`config.mk`:
```
export PLATFORM = sky130hd
export DESIGN_NAME = nominal_value_list_tokenizer_flat
export DESIGN_NICKNAME = d
export VERILOG_FILES = /design/src/hw/rtl/nvlt_pkg.sv /design/src/hw/rtl/nvlt_text_if.sv /design/src/hw/rtl/nvlt_name_if.sv /design/src/hw/rtl/nominal_value_list_tokenizer.sv /design/src/hw/rtl/nvlt_datapath.sv /design/src/hw/rtl/nvlt_ctrl.sv /design/src/flat_wrapper.sv
export VERILOG_INCLUDE_DIRS = /design/src /design/src/hw/rtl
export SDC_FILE = /design/constraint.sdc
export NUM_CORES = 1
export LEC_CHECK = 0
export BUFFER_PORTS_ARGS = -buffer_cell sky130_fd_sc_hd__buf_2
export CAP_MARGIN = 10
export CORE_ASPECT_RATIO = 0.7
export CORE_UTILIZATION = 40
export DETAILED_ROUTE_END_ITERATION = 6
export GPL_TIMING_DRIVEN = 0
export PLACE_DENSITY = 0.54
export SYNTH_ARGS = -nofsm -noshare
export SYNTH_HDL_FRONTEND = slang
export SYNTH_SLANG_ARGS = --single-unit
```
`constraint.sdc`:
```
create_clock -name clk -period 3.7 [get_ports clk]
set_input_delay 1.11 -clock clk [delete_from_list [all_inputs] [get_ports clk]]
set_output_delay 1.11 -clock clk [all_outputs]
set_load 0.01 [all_outputs]
```
`src/hw/rtl/assert_macros.svh`:
```
// Assertion macros shared by the tokenizer RTL.
`ifndef ASSERT_MACROS_SVH
`define ASSERT_MACROS_SVH

// Invariant that must hold at every clock edge out of reset.
`define NVLT_ASSERT(lbl, prop, msg) \
	lbl: assert property (@(posedge clk) disable iff (!arst_n) (prop)) else $error(msg);

// Condition that implies a consequence in the same cycle.
`define NVLT_ASSERT_IMPL(lbl, ante, cons, msg) \
	lbl: assert property (@(posedge clk) disable iff (!arst_n) (ante) |-> (cons)) else $error(msg);

`endif

```
`src/hw/rtl/nvlt_pkg.sv`:
```
// Types, constants and helper functions of the nominal value list tokenizer.
`timescale 1ns / 1ps

package nvlt_pkg;

	// Depth of the interior whitespace store and the widths that follow from it.
	localparam int HOLD_DEPTH = 16;
	localparam int CNT_W      = $clog2(HOLD_DEPTH + 1);
	localparam int IDX_W      = (HOLD_DEPTH > 1) ? $clog2(HOLD_DEPTH) : 1;

	typedef logic [CNT_W-1:0] hold_cnt_t;
	typedef logic [IDX_W-1:0] hold_idx_t;

	// Characters the parser reacts to.
	localparam logic [7:0] CH_LBRACE = 8'h7B;
	localparam logic [7:0] CH_COMMA  = 8'h2C;
	localparam logic [7:0] CH_RBRACE = 8'h7D;
	localparam logic [7:0] CH_QUOTE  = 8'h27;
	localparam logic [7:0] CH_BSLASH = 8'h5C;
	localparam logic [7:0] CH_SPACE  = 8'h20;
	localparam logic [7:0] CH_TAB    = 8'h09;
	localparam logic [7:0] CH_CR     = 8'h0D;

	// Parse phases.
	typedef enum logic [2:0] {
		PH_WAIT,
		PH_BEFORE,
		PH_WORD,
		PH_AFTER,
		PH_QUOTE,
		PH_ESC,
		PH_DONE,
		PH_FAULT
	} phase_t;

	// Status codes reported with every result.
	typedef enum logic [2:0] {
		STAT_RUNNING,
		STAT_COMPLETE,
		STAT_NO_BRACE,
		STAT_BAD_SEP,
		STAT_INCOMPLETE,
		STAT_OVERFLOW
	} status_t;

	// Controller states.
	typedef enum logic {
		ST_IDLE,
		ST_FLUSH
	} ctrl_state_t;

	// Payload of one input beat.
	typedef struct packed {
		logic [7:0] text_byte;
		logic       new_set;
		logic       final_byte;
	} text_beat_t;

	// Payload of one result beat.
	typedef struct packed {
		logic [7:0] name_byte;
		logic       byte_present;
		logic       name_end;
		logic [2:0] status;
		logic       last_of_run;
	} name_beat_t;

	// Commands from the controller to the datapath.
	typedef struct packed {
		logic step;
		logic emit;
	} dp_cmd_t;

	// Status from the datapath to the controller.
	typedef struct packed {
		logic out_free;
		logic out_busy;
		logic flush_needed;
		logic flush_last;
	} dp_stat_t;

	// Space, tab, newline, vertical tab, form feed and carriage return.
	function automatic logic is_blank(input logic [7:0] b);
		return (b == CH_SPACE) || ((b >= CH_TAB) && (b <= CH_CR));
	endfunction

endpackage

```
`src/hw/rtl/nvlt_text_if.sv`:
```
// Input channel carrying one byte of list text per beat.
`timescale 1ns / 1ps

interface nvlt_text_if import nvlt_pkg::*; ();
	logic       valid;
	logic       ready;
	text_beat_t data;

	modport source (output valid, output data, input ready);
	modport sink (input valid, input data, output ready);
endinterface

```
`src/hw/rtl/nvlt_name_if.sv`:
```
// Output channel carrying one result of the tokenizer per beat.
`timescale 1ns / 1ps

interface nvlt_name_if import nvlt_pkg::*; ();
	logic       valid;
	logic       ready;
	name_beat_t data;

	modport source (output valid, output data, input ready);
	modport sink (input valid, input data, output ready);
endinterface

```
`src/hw/rtl/nominal_value_list_tokenizer.sv`:
```
// A result is registered: it is offered in the cycle after its byte is taken.
// Throughput: one byte per cycle while results are taken; a byte that ends held
// interior whitespace gives held count + 1 results before the next byte is taken.
// Reset (arst_n, asynchronous): parse waits for the opening brace, held count
// is zero and the output register is empty; the whitespace store is not cleared.
`timescale 1ns / 1ps

module nominal_value_list_tokenizer import nvlt_pkg::*; (
	input  logic        clk,
	input  logic        arst_n,
	nvlt_text_if.sink   text_ch,
	nvlt_name_if.source name_ch
);

	dp_cmd_t    cmd;
	dp_stat_t   stat;
	logic       text_ready;
	logic       out_valid;
	name_beat_t out_beat;

	// Sequencing of byte intake and flush beats.
	nvlt_ctrl u_ctrl (
		.clk        (clk),
		.arst_n     (arst_n),
		.text_valid (text_ch.valid),
		.text_ready (text_ready),
		.stat       (stat),
		.cmd        (cmd)
	);

	// Parse logic, whitespace store and output register.
	nvlt_datapath u_dp (
		.clk       (clk),
		.arst_n    (arst_n),
		.beat      (text_ch.data),
		.out_ready (name_ch.ready),
		.cmd       (cmd),
		.stat      (stat),
		.out_valid (out_valid),
		.out_beat  (out_beat)
	);

	assign text_ch.ready = text_ready;
	assign name_ch.valid = out_valid;
	assign name_ch.data  = out_beat;

endmodule

```
`src/hw/rtl/nvlt_datapath.sv`:
```
// Parse state, whitespace store and output register of the tokenizer.
`timescale 1ns / 1ps
`include "assert_macros.svh"

module nvlt_datapath import nvlt_pkg::*; (
	input  logic       clk,
	input  logic       arst_n,
	input  text_beat_t beat,
	input  logic       out_ready,
	input  dp_cmd_t    cmd,
	output dp_stat_t   stat,
	output logic       out_valid,
	output name_beat_t out_beat
);

	phase_t     phase_q;
	status_t    fault_q;
	hold_cnt_t  held_count_q;
	logic [7:0] held_q [HOLD_DEPTH];
	hold_cnt_t  flush_len_q;
	hold_cnt_t  flush_idx_q;
	logic [7:0] pend_byte_q;
	status_t    pend_stat_q;
	logic       out_valid_q;
	name_beat_t out_q;

	phase_t     ph0, ph_n;
	status_t    fc0, fc_n, stat_n;
	hold_cnt_t  hc0, hc_n;
	logic [7:0] b;
	logic       blank;
	logic       hold_wr;
	logic       emit_byte;
	logic       emit_end;
	logic       flush;

	// One parse step for the byte on the input channel.
	always_comb begin
		b         = beat.text_byte;
		blank     = is_blank(b);
		ph0       = beat.new_set ? PH_WAIT : phase_q;
		hc0       = beat.new_set ? '0 : held_count_q;
		fc0       = beat.new_set ? STAT_RUNNING : fault_q;
		ph_n      = ph0;
		hc_n      = hc0;
		fc_n      = fc0;
		hold_wr   = 1'b0;
		emit_byte = 1'b0;
		emit_end  = 1'b0;
		flush     = 1'b0;
		unique case (ph0)
			PH_WAIT: begin
				if (b == CH_LBRACE) begin
					ph_n = PH_BEFORE;
				end else if (!blank) begin
					ph_n = PH_FAULT;
					fc_n = STAT_NO_BRACE;
					hc_n = '0;
				end
			end
			PH_BEFORE: begin
				if (b == CH_COMMA) begin
					emit_end = 1'b1;
				end else if (b == CH_QUOTE) begin
					ph_n = PH_QUOTE;
				end else if (!blank) begin
					ph_n      = PH_WORD;
					hc_n      = '0;
					emit_byte = 1'b1;
				end
			end
			PH_WORD: begin
				if ((b == CH_RBRACE) || (b == CH_COMMA)) begin
					hc_n     = '0;
					emit_end = 1'b1;
					ph_n     = (b == CH_RBRACE) ? PH_DONE : PH_BEFORE;
				end else if (blank) begin
					if (hc0 >= CNT_W'(HOLD_DEPTH)) begin
						ph_n = PH_FAULT;
						fc_n = STAT_OVERFLOW;
						hc_n = '0;
					end else begin
						hold_wr = 1'b1;
						hc_n    = hc0 + 1'b1;
					end
				end else begin
					flush     = (hc0 != '0);
					hc_n      = '0;
					emit_byte = 1'b1;
				end
			end
			PH_AFTER: begin
				if (b == CH_COMMA) begin
					ph_n = PH_BEFORE;
				end else if (b == CH_RBRACE) begin
					ph_n = PH_DONE;
				end else if (!blank) begin
					ph_n = PH_FAULT;
					fc_n = STAT_BAD_SEP;
					hc_n = '0;
				end
			end
			PH_QUOTE: begin
				if (b == CH_QUOTE) begin
					emit_end = 1'b1;
					ph_n     = PH_AFTER;
				end else begin
					if (b == CH_BSLASH) begin
						ph_n = PH_ESC;
					end
					emit_byte = 1'b1;
				end
			end
			PH_ESC: begin
				emit_byte = 1'b1;
				ph_n      = PH_QUOTE;
			end
			default: begin
			end
		endcase

		// The text ended before the list was closed.
		if (beat.final_byte && (ph_n != PH_DONE) && (ph_n != PH_FAULT)) begin
			ph_n = PH_FAULT;
			fc_n = STAT_INCOMPLETE;
			hc_n = '0;
		end

		if (ph_n == PH_DONE) begin
			stat_n = STAT_COMPLETE;
		end else if (ph_n == PH_FAULT) begin
			stat_n = fc_n;
		end else begin
			stat_n = STAT_RUNNING;
		end
	end

	// Parse state registers.
	always_ff @(posedge clk or negedge arst_n) begin
		if (!arst_n) begin
			phase_q      <= PH_WAIT;
			fault_q      <= STAT_RUNNING;
			held_count_q <= '0;
			flush_len_q  <= '0;
			flush_idx_q  <= '0;
		end else if (cmd.step) begin
			phase_q      <= ph_n;
			fault_q      <= fc_n;
			held_count_q <= hc_n;
			if (flush) begin
				flush_len_q <= hc0;
				flush_idx_q <= CNT_W'(1);
			end
		end else if (cmd.emit && (flush_idx_q != flush_len_q)) begin
			flush_idx_q <= flush_idx_q + 1'b1;
		end
	end

	// Whitespace store and the byte that waits behind a flush.
	always_ff @(posedge clk) begin
		if (cmd.step) begin
			pend_byte_q <= b;
			pend_stat_q <= stat_n;
			if (hold_wr) begin
				held_q[hc0[IDX_W-1:0]] <= b;
			end
		end
	end

	// Output register: valid flag.
	always_ff @(posedge clk or negedge arst_n) begin
		if (!arst_n) begin
			out_valid_q <= 1'b0;
		end else if (cmd.step || cmd.emit) begin
			out_valid_q <= 1'b1;
		end else if (out_ready) begin
			out_valid_q <= 1'b0;
		end
	end

	// Output register: payload of the beat on offer.
	always_ff @(posedge clk) begin
		if (cmd.step) begin
			out_q.name_byte    <= flush ? held_q[0] : (emit_byte ? b : 8'h00);
			out_q.byte_present <= flush || emit_byte;
			out_q.name_end     <= emit_end;
			out_q.status       <= stat_n;
			out_q.last_of_run  <= !flush;
		end else if (cmd.emit) begin
			out_q.byte_present <= 1'b1;
			out_q.name_end     <= 1'b0;
			out_q.status       <= pend_stat_q;
			if (flush_idx_q == flush_len_q) begin
				out_q.name_byte   <= pend_byte_q;
				out_q.last_of_run <= 1'b1;
			end else begin
				out_q.name_byte   <= held_q[flush_idx_q[IDX_W-1:0]];
				out_q.last_of_run <= 1'b0;
			end
		end
	end

	assign out_valid          = out_valid_q;
	assign out_beat           = out_q;
	assign stat.out_free      = !out_valid_q || out_ready;
	assign stat.out_busy      = out_valid_q;
	assign stat.flush_needed  = flush;
	assign stat.flush_last    = (flush_idx_q == flush_len_q);

	`NVLT_ASSERT(a_held_bound, held_count_q <= CNT_W'(HOLD_DEPTH), "held count beyond store depth")
	`NVLT_ASSERT_IMPL(a_held_in_word, held_count_q != '0, phase_q == PH_WORD, "spaces held outside a name")
	`NVLT_ASSERT(a_flush_bound, flush_idx_q <= flush_len_q, "flush index past flush length")

endmodule

```
`src/hw/rtl/nvlt_ctrl.sv`:
```
// Controller of the tokenizer: takes bytes and sequences whitespace flushes.
`timescale 1ns / 1ps
`include "assert_macros.svh"

module nvlt_ctrl import nvlt_pkg::*; (
	input  logic     clk,
	input  logic     arst_n,
	input  logic     text_valid,
	output logic     text_ready,
	input  dp_stat_t stat,
	output dp_cmd_t  cmd
);

	ctrl_state_t state_q, state_d;

	// State register.
	always_ff @(posedge clk or negedge arst_n) begin
		if (!arst_n) begin
			state_q <= ST_IDLE;
		end else begin
			state_q <= state_d;
		end
	end

	// Next state and commands.
	always_comb begin
		state_d    = state_q;
		cmd        = '0;
		text_ready = 1'b0;
		unique case (state_q)
			ST_IDLE: begin
				text_ready = stat.out_free;
				if (text_valid && stat.out_free) begin
					cmd.step = 1'b1;
					if (stat.flush_needed) begin
						state_d = ST_FLUSH;
					end
				end
			end
			ST_FLUSH: begin
				if (stat.out_free) begin
					cmd.emit = 1'b1;
					if (stat.flush_last) begin
						state_d = ST_IDLE;
					end
				end
			end
			default: begin
				state_d = ST_IDLE;
			end
		endcase
	end

	`NVLT_ASSERT_IMPL(a_flush_has_beat, state_q == ST_FLUSH, stat.out_busy, "flush without a beat on offer")

endmodule

```
`src/flat_wrapper.sv`:
```
// flat-port wrapper written by rule: the top's interface ports become plain ports
module nominal_value_list_tokenizer_flat import nvlt_pkg::*;
  (clk, arst_n, text_ch_valid, text_ch_data, text_ch_ready, name_ch_valid, name_ch_data, name_ch_ready);
  nvlt_text_if text_ch_i ();
  nvlt_name_if name_ch_i ();
  input  logic clk;
  input  logic arst_n;
  input wire logic [$bits(text_ch_i.valid)-1:0] text_ch_valid;
  input wire logic [$bits(text_ch_i.data)-1:0] text_ch_data;
  output wire logic [$bits(text_ch_i.ready)-1:0] text_ch_ready;
  output wire logic [$bits(name_ch_i.valid)-1:0] name_ch_valid;
  output wire logic [$bits(name_ch_i.data)-1:0] name_ch_data;
  input wire logic [$bits(name_ch_i.ready)-1:0] name_ch_ready;
  assign text_ch_i.valid = text_ch_valid;
  assign text_ch_i.data = text_ch_data;
  assign text_ch_ready = text_ch_i.ready;
  assign name_ch_valid = name_ch_i.valid;
  assign name_ch_data = name_ch_i.data;
  assign name_ch_i.ready = name_ch_ready;
  nominal_value_list_tokenizer u_core (.clk(clk), .arst_n(arst_n), .text_ch(text_ch_i), .name_ch(name_ch_i));
endmodule
```
* Word level (Yosys, flattened, before mapping)
Memories as Yosys holds them, arrays and structs flattened.
Cells that the tools add are included.
** Storage, ports and cells
- Logic and storage cells :: 140
- Input bits :: 14
- Bits in registers :: 48
- Memories :: 1
- Output and inout bits :: 16
- Bits in writable memories :: 128
** Memory list
- u_core.u_dp.held_q :: depth 16, width 8, rd ports 2, clocked after Yosys merged registers in 0, write ports 1, RTL line nvlt_datapath.sv:19 : logic [7:0] held_q [HOLD_DEPTH];
** Operators by class
- Equality and inequality tests :: 18
- Add/sub/neg operators :: 2
- $lt $le $gt $ge :: 3
- Reductions and logical operators :: 19
- Bitwise operators :: 1
- Mux-type cells :: 82
** Operator list (count)
- 2-to-1 mux 3 bit :: 27
- 2-to-1 mux 5 bit :: 14
- 2-to-1 mux 1 bit :: 30
- 2-to-1 mux 14 bit :: 2
- == test 8 x 6 -> 1 bit (second input constant) :: 3
- == test 8 x 7 -> 1 bit (second input constant) :: 3
- 2-to-1 mux 8 bit :: 3
- case mux 5 bit (4 select lines) :: 1
- case mux 3 bit (6 select lines) :: 1
- == test 3 bit (second input constant) :: 4
- adder 5 x 1 -> 5 bit (second input constant) :: 2
- case mux 3 bit (3 select lines) :: 1
- >= comparator 8 x 4 -> 1 bit (second input constant) :: 1
- less-or-equal comparator 8 x 4 -> 1 bit (second input constant) :: 1
- == test 3 x 2 -> 1 bit (second input constant) :: 2
- != test 3 bit (second input constant) :: 2
- nonzero test 2 bit :: 3
- == test 5 bit :: 1
- >= comparator 5 bit (second input constant) :: 1
- logical AND 1 bit :: 5
- logical OR 1 bit :: 5
- != test 5 bit :: 1
- nonzero test 5 bit :: 1
- case mux 1 bit (4 select lines) :: 1
- other kinds (8) :: 10

* Depth between registers and ports, before layout
Gate-level depths: netlist of run 1.
- Depth after elaboration :: 15
- Depth in mapped cells :: 10
- Mapped depth without buffers :: 8

* Modules after synthesis
Synthesis of run 1 repeated with hierarchy kept, for this count alone.
** Unflattened totals
- Cells, all modules :: 514
- Area total of the unflattened synthesis :: 7986.4 sq um
** Modules (own cells, without submodules)
- nvlt_datapath :: cells each 508, sequential area each 5144.9 sq um, area an instance 7917.6 sq um, times used 1
- nvlt_ctrl :: cells each 6, sequential area each 25.0 sq um, area an instance 68.8 sq um, times used 1

* Worst setup path after synthesis of run 1
OpenSTA, ideal clock, no wires.
- Path type :: input port to flip-flop
- Start point :: in text_ch_data[8]
- End point :: mem u_core.u_dp.held_q[7][0] (enable)
- Library setup time :: 0.332 ns
- Data required time :: 3.368 ns
- Arrival :: 3.058 ns
- Buffers on the path :: 1
- Cell stages on the path :: 7
- Setup slack :: 0.310 ns
- Cell sequence :: clkbuf_1 -> or3_4 -> nor4_4 -> nor2_1 -> nor4_2 -> nor3b_1 -> and2_1
** On the way
- Longest elaborated chain between the ends :: 9
- Elaborated cells between the ends (all ways) :: 14
- Classes of those cells :: order compare: 2; eq/ne: 3; mux: 6; reduce/logical: 3
** RTL lines
- start: declaration :: RTL line flat_wrapper.sv:9 : input wire logic [$bits(text_ch_i.data)-1:0] text_ch_data;
- >= comparator 8 x 4 -> 1 bit or less-or-equal comparator 8 x 4 -> 1 bit (tied branches) :: RTL line nvlt_pkg.sv:84 : return (b == CH_SPACE) || ((b >= CH_TAB) && (b <= CH_CR));
- logical AND 1 bit :: RTL line nvlt_pkg.sv:84
- logical OR 1 bit :: RTL line nvlt_pkg.sv:84
- 2-to-1 mux 1 bit :: RTL line nvlt_datapath.sv:77 : end else if (blank) begin
- 2-to-1 mux 1 bit * :: RTL line nvlt_datapath.sv:73 : if ((b == CH_RBRACE) || (b == CH_COMMA)) begin
- 2-to-1 mux 1 bit * :: RTL line nvlt_datapath.sv:51 : unique case (ph0)
- 2-to-1 mux 1 bit * :: RTL line nvlt_datapath.sv:164 : if (hold_wr) begin
- 2-to-1 mux 1 bit * :: RTL line nvlt_datapath.sv:161 : if (cmd.step) begin
- 2-to-1 mux 1 bit (implied by the code) * :: RTL line nvlt_datapath.sv:165 : held_q[hc0[IDX_W-1:0]] <= b;
- end: declaration :: RTL line nvlt_datapath.sv:19
Mark *: on every way between the ends. The rest lies on a longest branch, timed or not.

* Final worst setup path of run 1
- Start point :: in text_ch_data[5]
- End point :: mem u_core.u_dp.held_q[9][2] (enable)
Same word-level chain as after synthesis.

==> summary.md, run 1 <==
| Metric | Value |
|---|---|
| Status | finished clean |
| Largest cells by area after synthesis | sky130_fd_sc_hd__edfxtp_1, sky130_fd_sc_hd__mux4_2, sky130_fd_sc_hd__dfrtp_1 |
| Area of all placed cells without fillers | between 0.009 and 0.01 mm² |
| Slack of the worst reg-to-reg path | 360 ps |
| Count of yosys warnings during synthesis | 0 |
| Worst hold slack | between 400 and 500 ps |
| Post-CTS setup repair buffer count | 0 |
| Commonest cells in the synthesized netlist | sky130_fd_sc_hd__edfxtp_1, sky130_fd_sc_hd__mux4_2, sky130_fd_sc_hd__nor2_1, sky130_fd_sc_hd__nand2_1, sky130_fd_sc_hd__dfrtp_1 |
| Area Overhead vs Synth | 14.1% |
| TritonRoute pass-1 iters | 6 |
| Max Cap Viol | 0 |
| Crit Path Class | input pin to flip-flop |
| Register area share after synthesis | between 60% and 70% |
| Vias in the first global route | 4650 |
| Initial antenna violation count | 0 |
| DRC viols | 0 |
| Floorplan Core Area | a little under 0.02 mm² |
| Power density normalized to cell area | 464 mW/mm² |
| Accumulated negative setup slack | 0 ps |
| Endpoint kind of the worst setup timing path | flip-flop |
| CTS sink cnt | roughly 180 |
| Cell count after synthesis | 520 |
| Data arrival time of the critical path | 3630 ps |
| Clock period minus worst slack | about 3500 ps |
| Ys async rst share | 13.1% |
| Pre-CTS setup slack | -733 ps |
| Setup violators final | 0 |
| Number of H-tree branching levels | 4 |
| Antenna-violating nets left | 0 |
| Root buffer cell | sky130_fd_sc_hd__clkbuf_16 |
| Type of the worst min-delay path | flip-flop to flip-flop |
| Top flip-flop cell by instance count after synthesis | sky130_fd_sc_hd__edfxtp_1 |
| Leakage power figure | 3.03 nW |
| Maximum clock insertion buffer count | 2 |
| Global-route wire length before repair | 29100 µm |
| Total of fill cells in the finished design | 1700 |
| Flop and latch count out of synthesis | 176 |
| GRT Overall Usage | 20.1% |
| Clock tree from TritonCTS | done |
| Most frequent cell after synthesis | sky130_fd_sc_hd__edfxtp_1 |
| Core Rows | 42 |
| Routed wire length per instance | 22.8 µm |
| Avg Vias per Cell | about 5.7 |
| Maximum resistive drop on vdd | 255 µV |
| Post-layout worst setup margin | 192 ps |
| Overall die area | around 0.021 mm² |
| Number of nets in the layout | ~590 |
| Global placement routability congestion | ~0.90 |
| Clock buffers created by TritonCTS | 17 |
| Vertical extent of the die | 120 µm |
| Number of vias in the routed layout | 4824 |
| Launch point of the worst reg-to-reg path | u_core.u_dp.flush_idx_q[1]$_DFFE_PN0P_ |
| Starting density of the core | 41.5% |
| Post-Syn Area per Cell | about 15 µm² |
| Clk_skew | slightly below 9 ps |
| Timing-limited maximum frequency | 0.285 GHz |
| Part of the cycle the worst path needs | roughly 95% |
| Instance count along the most critical hold path | 2 |
| Slew at the pin with the worst max-slew slack | around 1100 ps |
| Fraction of synthesized cell area taken by the top area cell type | 57.5% |
| Nature of the critical path startpoint | input pin |
| Maximum number of pins on one net before global-route repair | 27 |
| Min-Delay Endpoint | u_core.u_dp.fault_q[1]$_DFFE_PN0P_ |
| Reg2reg end | u_core.u_dp.out_beat[13]$_DFFE_PP_ |
| Count of distinct cell types in the synthesized netlist | 74 |
| Total inserted antenna cells | 0 |
| Worst-Skew Late Latency | 430 ps |
| WP data required | 3820 ps |
| Sum of overflow across all layers after global routing | 0 |
| Count of pins on the block boundary | 30 |
| Unrepaired setup endpoints after global routing | false |
| Clock input transition at the sequential cells of the worst setup and hold paths | 70 ps |
| Placed wire-length estimate | 13500 µm |
| Share of post-route cells with drive strength above 1 | 28.5% |
| Count of flip-flops with a built-in enable after synthesis | 153 |
| Area after detailed placement | 0.00848 mm² |
| Max-slew violation total from the final report | 0 |
| Total Routed Length | 19300 µm |
| Total count of hold-check failures in the final report | 0 |
| Largest area contributor in the netlist | sky130_fd_sc_hd__edfxtp_1 |
| Remaining max-slew budget at the tightest pin | 23.5% |
| Crit Path Max Fanout | 20 |
| Cell area after synthesis | 0.00799 mm² |
| Number of cells on the worst reg-to-reg path | 7 |
| Number of DRC markers after the initial detailed-route iteration | 527 |
| Count of buffers from port buffering | 29 |
| Startpoint of the tightest hold check path | u_core.u_dp.fault_q[1]$_DFFE_PN0P_ |
| Die Width | 171 µm |
| Net Count, Synth | between 500 and 600 |
## sequential cells by signal, indices dropped and copies added, names as in the netlist
signal / count
u_core.u_dp.flush_idx_q: 5
u_core.u_dp.out_valid: 1
u_core.u_dp.out_beat: 14
u_core.u_dp.fault_q: 3
u_core.u_ctrl.state_q: 1
u_core.u_dp.pend_byte_q: 8
u_core.u_dp.held_q: 128
u_core.u_dp.pend_stat_q: 3
u_core.u_dp.phase_q: 3
u_core.u_dp.held_count_q: 5
u_core.u_dp.flush_len_q: 5
## power by group
group / internal (mW) / switching [mW]
Clock: 0.910 / 0.867
Sequential: 2.19 / 0.00799
Combinational: 0.0822 / 0.175
Total: 3.18 / 1.05
## per-stage QoR
step	cells	utilization (%)	power, mW
floorplan	520	-	2.39
global placement	813	44.0	2.49
detailed placement	814	44.1	2.49
CTS	846	47.3	4.26
global route	846	47.4	4.37
finish	846	47.4	4.23
## routing by layer
layer	wire length, µm	part of all wire, %	up-vias	track usage [%]
met1	9620	50	2494	32.1
met5	0	0	-	0
met4	169	0.88	0	3.91
met2	8280	43	159	27.9
met3	1230	6.3	20	4.55
li1	-	-	2151	-
## critical path, cell delays in order
cell	delay [ps]
sky130_fd_sc_hd__buf_2	360
sky130_fd_sc_hd__clkbuf_1	350
sky130_fd_sc_hd__nand3b_1	170
sky130_fd_sc_hd__a211oi_2	360
sky130_fd_sc_hd__nor2_1	170
sky130_fd_sc_hd__nor4_4	410
sky130_fd_sc_hd__nand2_1	90
sky130_fd_sc_hd__nor2_1	250
sky130_fd_sc_hd__and2_2	340
## repair_timing
action,in CTS,in global routing
resized for setup,10,16
setup endpoints to repair,128,136
hold buffers,0,0
cloned,0,0
pin swaps,0,1
## cell families after synthesis
logic type	synth area share (%)
buf+inv	2.40
mux	13.1
simple gates	11.2
xor+xnor	0.877
fa+ha+maj	0.783
flops	64.7
compound gates	6.94
## placed cells by master, fill, tap and decap left out, types with 4 or more instances in the layout
master / n
sky130_fd_sc_hd__inv_8: 4
sky130_fd_sc_hd__o21ai_0: 20
sky130_fd_sc_hd__ha_1: 5
sky130_fd_sc_hd__clkbuf_16: 17
sky130_fd_sc_hd__nor3_1: 9
sky130_fd_sc_hd__clkbuf_1: 17
sky130_fd_sc_hd__and2_2: 14
sky130_fd_sc_hd__edfxtp_1: 153
sky130_fd_sc_hd__nand2_1: 31
sky130_fd_sc_hd__nand3_1: 14
sky130_fd_sc_hd__mux4_2: 40
sky130_fd_sc_hd__xor2_1: 6
sky130_fd_sc_hd__a31oi_1: 10
sky130_fd_sc_hd__dfrtp_1: 23
sky130_fd_sc_hd__nor2_1: 33
sky130_fd_sc_hd__a21oi_1: 11
sky130_fd_sc_hd__or2_2: 4
sky130_fd_sc_hd__mux2_2: 11
sky130_fd_sc_hd__or2_1: 4
sky130_fd_sc_hd__inv_1: 10
sky130_fd_sc_hd__nand4b_1: 4
sky130_fd_sc_hd__nor2b_1: 6
sky130_fd_sc_hd__inv_6: 5
sky130_fd_sc_hd__buf_6: 5
sky130_fd_sc_hd__buf_2: 34
## worst max-delay path by stage
stage	from	endpoint	slack (ps)	cells past startpoint
after floorplan	text_ch_data[8]	u_core.u_dp.held_q[7][0]$_DFFE_PP_	310	7
after global placement	text_ch_data[7]	u_core.u_dp.held_q[4][4]$_DFFE_PP_	-650	8
after detailed placement	text_ch_data[7]	u_core.u_dp.held_q[4][4]$_DFFE_PP_	-730	8
after CTS	text_ch_data[7]	u_core.u_dp.held_q[1][0]$_DFFE_PP_	30	8
after global routing	text_ch_data[5]	u_core.u_dp.held_q[9][7]$_DFFE_PP_	3	9
final	text_ch_data[5]	u_core.u_dp.held_q[9][2]$_DFFE_PP_	190	9
## area by class of cell
| class | instances | area, µm² | share of cell area, % |
|---|---|---|---|
| Timing Repair Buffer | 30 | 159 | 1.74 |
| Clock buffer | 17 | 425 | 4.66 |
| Sequential cell | 176 | 5170 | 56.7 |
| Clock inverter | 15 | 163 | 1.78 |
| Inverter | 10 | 37.5 | 0.412 |
| Multi-Input combinational cell | 304 | 2680 | 29.4 |
| Buffer | 30 | 155 | 1.70 |
| Tap cell | 264 | 330 | 3.62 |
(Power assumes the default switching activity.)
==> run 2: changes to the inputs <==
--- a/config.mk
+++ b/config.mk
@@ -10,8 +10,10 @@
 export CAP_MARGIN = 10
 export CORE_ASPECT_RATIO = 0.7
 export CORE_UTILIZATION = 40
+export CTS_CLUSTER_DIAMETER = 120
 export DETAILED_ROUTE_END_ITERATION = 6
 export GPL_TIMING_DRIVEN = 0
+export HOLD_SLACK_MARGIN = 0.02
 export PLACE_DENSITY = 0.54
 export SYNTH_ARGS = -nofsm -noshare
 export SYNTH_HDL_FRONTEND = slang
==> constraint.sdc (replaced) <==
create_clock -name clk -period 3.7 [get_ports clk]
set_input_delay 0.74 -clock clk [delete_from_list [all_inputs] [get_ports clk]]
set_output_delay 0.74 -clock clk [all_outputs]
set_load 0.01 [all_outputs]
==> summary.md, run 2 (synthesis results as in run 1) <==
| Metric | Value |
|---|---|
| Area Overhead vs Synth | 13.6% (was 14.1%) |
| Root buffer cell | sky130_fd_sc_hd__clkbuf_16 (unchanged) |
| Clock period minus worst slack | 3500 ps (was 3510 ps) |
| WP data required | 3780 ps (was 3820 ps) |
| Status | finished clean (unchanged) |
| Total count of hold-check failures in the final report | 0 (unchanged) |
| Share of post-route cells with drive strength above 1 | 25.6% (was 28.5%) |
| Total Routed Length | 19300 µm (about the same) |
| Count of pins on the block boundary | 30 (unchanged) |
| Data arrival time of the critical path | 3580 ps (was 3630 ps) |
| Die Width | 171 µm (unchanged) |
| Number of nets in the layout | 588 (unchanged) |
| Initial antenna violation count | 0 (unchanged) |
| Sum of met3 wire segment lengths after detailed routing | 1320 µm (was 1230 µm) |
| Uppermost signal routing layer after detailed routing | met4 (unchanged) |
| Placed wire-length estimate | 13500 µm (unchanged) |
| CTS sink cnt | 176 (unchanged) |
| Number of DRC markers after the initial detailed-route iteration | 526 (was 527) |
| Leakage power figure | 3.01 nW (was 3.03 nW) |
| Sum of overflow across all layers after global routing | 0 (unchanged) |
| Total inserted antenna cells | 0 (unchanged) |
| Clock tree from TritonCTS | done (unchanged) |
| Power density normalized to cell area | 466 mW/mm² (was 464 mW/mm²) |
| TritonRoute pass-1 iters | 5 (was 6) |
| Global-route wire length before repair | 29100 µm (about the same) |
| Maximum resistive drop on vdd | 255 µV (about the same) |
| Crit Path Max Fanout | 18 (was 20) |
| Slew at the pin with the worst max-slew slack | 1160 ps (was 1150 ps) |
| Number of vias in the routed layout | 4810 (was 4824) |
| Core Rows | 42 (unchanged) |
| DRC viols | 0 (unchanged) |
| Endpoint kind of the worst setup timing path | flip-flop (unchanged) |
| Maximum number of pins on one net before global-route repair | 27 (unchanged) |
| Routed wire length per instance | 22.8 µm (about the same) |
| Clock buffers created by TritonCTS | 17 (unchanged) |
| Length of routed wiring on met1 | 9550 µm (was 9620 µm) |
| Antenna-violating nets left | 0 (unchanged) |
| Total power of the final layout | 4.23 mW (about the same) |
| GRT Overall Usage | 20.1% (about the same) |
| Nature of the critical path startpoint | input pin (unchanged) |
| Post-layout worst setup margin | 205 ps (was 192 ps) |
| Number of H-tree branching levels | 4 (unchanged) |
| Crit Path Class | input pin to flip-flop (unchanged) |
| Timing-limited maximum frequency | 0.286 GHz (was 0.285 GHz) |
| Max-slew violation total from the final report | 0 (unchanged) |
| Max Cap Viol | 0 (unchanged) |
| Part of the cycle the worst path needs | 94.5% (was 94.8%) |
| Slack of the worst reg-to-reg path | 360 ps (about the same) |
| Maximum clock insertion buffer count | 2 (unchanged) |
| Detail Route met2 WL | 8260 µm (was 8280 µm) |
| Type of the worst min-delay path | input pin to asynchronous set/reset pin (was flip-flop to flip-flop) |
| Final core utilization | 47.2% (was 47.4%) |
| Post-CTS setup repair buffer count | 0 (unchanged) |
| Unrepaired setup endpoints after global routing | false (unchanged) |
| Avg Vias per Cell | 5.69 (was 5.70) |
| Starting density of the core | 41.5% (unchanged) |
| Clock input transition at the sequential cells of the worst setup and hold paths | 70 ps (about the same) |
| Count of buffers from port buffering | 29 (unchanged) |
| Worst-Skew Late Latency | 430 ps (about the same) |
| Vertical extent of the die | 120 µm (unchanged) |
| Most frequent cells in the layout | sky130_fd_sc_hd__edfxtp_1, sky130_fd_sc_hd__mux4_2, sky130_fd_sc_hd__buf_2 (unchanged) |
| Vias in the first global route | 4651 (was 4650) |
| Pre-CTS setup slack | -363 ps (was -733 ps) |
| Remaining max-slew budget at the tightest pin | 22.4% (was 23.5%) |
| Overall die area | 0.0206 mm² (unchanged) |
| Leading cell type in the layout, fill and taps excluded | sky130_fd_sc_hd__edfxtp_1 (unchanged) |
| Clk_skew | 7.77 ps (was 8.85 ps) |
| Flip-flop count of the largest register after layout | 128 (unchanged) |
| Global placement routability congestion | 0.897 (unchanged) |
| Setup violators final | 0 (unchanged) |
| Floorplan Core Area | 0.0192 mm² (unchanged) |
-- run 2: cell count changes in the layout (fill, tap and decap cells not counted), sizes merged --
cell / before / now
buf: 41 / 42
clkbuf: 36 / 35
-- run 2: routing by layer --
| layer | GRT usage [%] | vias to the layer above |
|---|---|---|
| met4 | 3.91 | 0 |
| met1 | 32.2 | 2470 |
| met5 | 0 | - |
| met2 | 27.8 | 175 |
| li1 | - | 2147 |
| met3 | 4.55 | 18 |
-- run 2: metrics by stage --
stage | instance area (µm²) | instances | setup TNS (ps) | hold WS [ps]
2_1_floorplan | 7990 | 520 | 0 | 444
3_3_place_gp | 8470 | 813 | -18790 | 468
3_5_place_dp | 8480 | 814 | -27200 | 476
4_1_cts | 9070 | 846 | 0 | 287
5_1_grt | 9080 | 846 | 0 | 309
6_report | 9080 | 846 | 0 | 288
-- run 2: repair_timing --
action / in CTS / in global routing
gates resized for setup: 0 / 3
endpoints found under the setup margin: 0 / 48
hold buffers: 0 / 0
-- run 2: final timing paths --
check / cells after the start / start / endpoint
min in group clk: 2 / u_core.u_dp.fault_q[1]$_DFFE_PN0P_ / u_core.u_dp.fault_q[1]$_DFFE_PN0P_
worst max register to register: 7 / u_core.u_dp.phase_q[2]$_DFFE_PN0P_ / u_core.u_dp.held_q[5][2]$_DFFE_PP_
max in group asynchronous: 1 / arst_n / u_core.u_dp.held_count_q[4]$_DFFE_PN0P_
worst max-delay path: 8 / text_ch_data[7] / u_core.u_dp.held_q[5][2]$_DFFE_PP_
worst min register to register: 2 / u_core.u_dp.fault_q[1]$_DFFE_PN0P_ / u_core.u_dp.fault_q[1]$_DFFE_PN0P_
worst min-delay path: 1 / arst_n / u_core.u_dp.phase_q[0]$_DFFE_PN0P_
-- run 2: area by class of cell --
| cell class | count | area (µm²) |
|---|---|---|
| Fill cell | 1692 | 10200 |
| Sequential cell | 176 | 5170 |
| Multi-Input combinational cell | 304 | 2640 |
| Clock buffer | 17 | 425 |
| Tap cell | 264 | 330 |
| Clock inverter | 15 | 163 |
| Timing Repair Buffer | 30 | 156 |
| Buffer | 30 | 154 |
| Inverter | 10 | 37.5 |
-- run 2: where the power goes --
| part | leakage, nW | switching (mW) | internal [mW] |
|---|---|---|---|
| clock | 0.290 | 0.866 | 0.910 |
| combinational | 1.03 | 0.175 | 0.0818 |
| sequential | 1.69 | 0.00789 | 2.19 |
| total | 3.01 | 1.05 | 3.18 |
-- run 2: worst max-delay path: stages --
cell and delay [ps]:
sky130_fd_sc_hd__buf_2 300, sky130_fd_sc_hd__buf_4 230, sky130_fd_sc_hd__or4b_4 470, sky130_fd_sc_hd__a211oi_2 310, sky130_fd_sc_hd__nor2_1 180, sky130_fd_sc_hd__nor4_4 460
sky130_fd_sc_hd__nor3b_1 410, sky130_fd_sc_hd__and2_1 460
==> run 3: changes to the inputs <==
--- a/config.mk
+++ b/config.mk
@@ -15,6 +15,7 @@
 export GPL_TIMING_DRIVEN = 0
 export HOLD_SLACK_MARGIN = 0.02
 export PLACE_DENSITY = 0.54
+export REMOVE_ABC_BUFFERS = 1
 export SYNTH_ARGS = -nofsm -noshare
 export SYNTH_HDL_FRONTEND = slang
 export SYNTH_SLANG_ARGS = --single-unit
==> summary.md, run 3 (synthesis results as in run 1) <==
| Metric | Value |
|---|---|
| Data arrival time of the critical path | 3590 ps (was 3580 ps) |
| Final core utilization | 46.8% (was 47.2%) |
| Total inserted antenna cells | 0 (unchanged) |
| Number of vias in the routed layout | 4785 (was 4810) |
| Post-CTS setup repair buffer count | 0 (unchanged) |
| Starting density of the core | 41.5% (unchanged) |
| Total count of hold-check failures in the final report | 0 (unchanged) |
| Root buffer cell | sky130_fd_sc_hd__clkbuf_16 (unchanged) |
| Clock tree from TritonCTS | done (unchanged) |
| WP data required | 3810 ps (was 3780 ps) |
| Area Overhead vs Synth | 12.6% (was 13.6%) |
| Most frequent cells in the layout | sky130_fd_sc_hd__edfxtp_1, sky130_fd_sc_hd__mux4_2, sky130_fd_sc_hd__nor2_1 (was sky130_fd_sc_hd__edfxtp_1, sky130_fd_sc_hd__mux4_2, sky130_fd_sc_hd__buf_2) |
| Maximum resistive drop on vdd | 282 µV (was 255 µV) |
| CTS sink cnt | 176 (unchanged) |
| Crit path launch | text_ch_data[7] (unchanged) |
| Type of the worst min-delay path | input pin to asynchronous set/reset pin (unchanged) |
| Non-filler cells in the finished layout | 818 (was 846) |
| Overall die area | 0.0206 mm² (unchanged) |
| Unrepaired setup endpoints after global routing | false (unchanged) |
| Clock period minus worst slack | 3490 ps (was 3500 ps) |
| Clock input transition at the sequential cells of the worst setup and hold paths | 70 ps (about the same) |
| Crit Path Max Fanout | 27 (was 18) |
| Die Width | 171 µm (unchanged) |
| Hold buffers post-CTS | 0 (unchanged) |
| Internal power of the cells | 3.34 mW (was 3.18 mW) |
| Max-slew violation total from the final report | 0 (unchanged) |
| Number of placed instances with taps included | 786 (was 814) |
| Reg2reg end | u_core.u_dp.held_q[4][4]$_DFFE_PP_ (was u_core.u_dp.held_q[5][2]$_DFFE_PP_) |
| Number of H-tree branching levels | 4 (unchanged) |
| Placed wire-length estimate | 12200 µm (was 13500 µm) |
| Part of the cycle the worst path needs | 94.2% (was 94.5%) |
| Accumulated negative setup slack | 0 ps (unchanged) |
| Critical Path End | u_core.u_dp.held_q[4][4]$_DFFE_PP_ (was u_core.u_dp.held_q[5][2]$_DFFE_PP_) |
| Maximum clock insertion buffer count | 2 (unchanged) |
| Critical-path top delay cell | sky130_fd_sc_hd__or4b_4 (unchanged) |
| Launch point of the worst reg-to-reg path | u_core.u_dp.phase_q[0]$_DFFE_PN0P_ (was u_core.u_dp.phase_q[2]$_DFFE_PN0P_) |
| Routed wire length per instance | 22.8 µm (about the same) |
| Initial antenna violation count | 1 (was 0) |
| Timing-limited maximum frequency | 0.287 GHz (was 0.286 GHz) |
| Status | finished clean (unchanged) |
| Number of nets in the layout | 560 (was 588) |
| Power density normalized to cell area | 481 mW/mm² (was 466 mW/mm²) |
| Number of DRC markers after the initial detailed-route iteration | 654 (was 526) |
| Total Routed Length | 18600 µm (was 19300 µm) |
| Avg Vias per Cell | 5.85 (was 5.69) |
| Leading cell type in the layout, fill and taps excluded | sky130_fd_sc_hd__edfxtp_1 (unchanged) |
| Sum of overflow across all layers after global routing | 0 (unchanged) |
| Crit-path cells | buf_2 > or4b_4 > a211oi_2 > nor2_1 > nor4_2 > nor3b_1 > and2_2 (was buf_2 > buf_4 > or4b_4 > a211oi_2 > nor2_1 > nor4_4 > nor3b_1 > and2_1) |
| Global placement routability congestion | 0.844 (was 0.897) |
| Leakage power figure | 2.95 nW (was 3.01 nW) |
| Maximum number of pins on one net before global-route repair | 33 (was 27) |
| Pre-CTS setup slack | -392 ps (was -363 ps) |
| Endpoint kind of the worst setup timing path | flip-flop (unchanged) |
| Clock buffers created by TritonCTS | 17 (unchanged) |
| Worst-Skew Late Latency | 430 ps (about the same) |
| Max Cap Viol | 0 (unchanged) |
| Floorplan Core Area | 0.0192 mm² (unchanged) |
| Post-layout worst setup margin | 214 ps (was 205 ps) |
| Sw Ratio | 22.8% (was 24.8%) |
| Crit Path Class | input pin to flip-flop (unchanged) |
| Setup violators final | 0 (unchanged) |
| DRC viols | 0 (unchanged) |
| Antenna-violating nets left | 0 (unchanged) |
| Vertical extent of the die | 120 µm (unchanged) |
| Share of post-route cells with drive strength above 1 | 26.0% (was 25.6%) |
| Number of cells on the worst reg-to-reg path | 6 (was 7) |
| Part of the total power dissipated in the clock network | 43.6% (was 42.0%) |
| Slew at the pin with the worst max-slew slack | 831 ps (was 1160 ps) |
| Flip-flop count of the largest register after layout | 128 (unchanged) |
| Switching pwr | 985 µW (was 1.05 mW) |
| Buffer and inverter count on the worst path | 1 (was 2) |
| Total of fill cells in the finished design | 1731 (was 1692) |
| Sequential share of power | 51.1% (was 51.9%) |
| Vias in the first global route | 4584 (was 4651) |
| GRT Overall Usage | 19.5% (was 20.1%) |
| Slack of the worst reg-to-reg path | 460 ps (was 360 ps) |
| Core Rows | 42 (unchanged) |
| Global-route wire length before repair | 28500 µm (was 29100 µm) |
| Clk_skew | 9.92 ps (was 7.77 ps) |
| Count of pins on the block boundary | 30 (unchanged) |
| Share of power burned in combinational logic | 5.3% (was 6.1%) |
| Count of buffers from port buffering | 29 (unchanged) |
| Critical path's largest stage delay | 540 ps (was 470 ps) |
| TritonRoute pass-1 iters | 7 (was 5) |
| Nature of the critical path startpoint | input pin (unchanged) |
| Worst path depth | 7 (was 8) |
| Remaining max-slew budget at the tightest pin | 44.6% (was 22.4%) |
| Cell family with most CP delay | simple AND/OR/NAND/NOR gates (unchanged) |
run 3: cell count changes in the layout (fill, tap and decap cells not counted), moves of 3 or more:
cell and delta:
sky130_fd_sc_hd__clkbuf_1 -17, sky130_fd_sc_hd__bufinv_16 +3, sky130_fd_sc_hd__clkinvlp_4 +3, sky130_fd_sc_hd__buf_2 -6
sky130_fd_sc_hd__clkinv_8 -3, sky130_fd_sc_hd__buf_6 -5
run 3: per-stage QoR:
step	area, µm²	hold slack, ps	total power [mW]
final	9000	298	4.33
after global routing	9000	337	4.45
after CTS	8990	305	4.35
after detailed placement	8380	479	2.48
after global placement	8310	470	2.48
after floorplan	7840	444	2.37
run 3: worst min path at each step:
| stage | from | to | depth (start not counted) |
|---|---|---|---|
| final | arst_n | u_core.u_dp.flush_idx_q[3]$_DFFE_PN0P_ | 1 |
| after global routing | arst_n | u_core.u_dp.flush_idx_q[3]$_DFFE_PN0P_ | 1 |
| after CTS | arst_n | u_core.u_dp.flush_idx_q[3]$_DFFE_PN0P_ | 1 |
| after detailed placement | u_core.u_dp.fault_q[1]$_DFFE_PN0P_ | u_core.u_dp.fault_q[1]$_DFFE_PN0P_ | 2 |
| after global placement | u_core.u_dp.fault_q[1]$_DFFE_PN0P_ | u_core.u_dp.fault_q[1]$_DFFE_PN0P_ | 2 |
| after floorplan | arst_n | u_core.u_ctrl.state_q$_DFF_PN0_ | 0 |
run 3: cell type report:
cell class / instances / area (µm²) / area share [%]
Clock buffer: 18 / 429 / 4.77
Clock inverter: 14 / 179 / 1.99
Inverter: 10 / 37.5 / 0.417
Multi-Input combinational cell: 304 / 2640 / 29.3
Sequential cell: 176 / 5170 / 57.5
Tap cell: 264 / 330 / 3.67
Timing Repair Buffer: 32 / 213 / 2.36
run 3: metal layers:
layer / part of all wire [%] / vias up / GRT usage, %
met3: 5.7 / 14 / 4.16
met2: 43 / 189 / 27.5
met4: 0.86 / 0 / 5.02
li1: - / 2094 / -
met5: 0 / - / 0
met1: 50 / 2488 / 30.3
run 3: worst reg2reg max path, cell delays in order, from the launching register on:
cell and delay (ps):
sky130_fd_sc_hd__dfrtp_1 510, sky130_fd_sc_hd__or4b_4 630, sky130_fd_sc_hd__a21oi_2 330, sky130_fd_sc_hd__nand2_1 130, sky130_fd_sc_hd__nor4_2 450, sky130_fd_sc_hd__nor3b_1 450
sky130_fd_sc_hd__and2_2 410
run 3: power groups by stage:
stage               clock, mW  sequential [mW]  combinational [mW]
detailed placement          0             2.26               0.228
floorplan                   0             2.26               0.116
global route             1.98             2.22               0.254
global placement            0             2.26               0.219
CTS                      1.91             2.21               0.229
finish                   1.88             2.21               0.229
run 3: repair_timing:
item                       CTS  global route
gates resized for setup      0             4
hold endpoints to repair     0             0
setup endpoints to repair    0            32
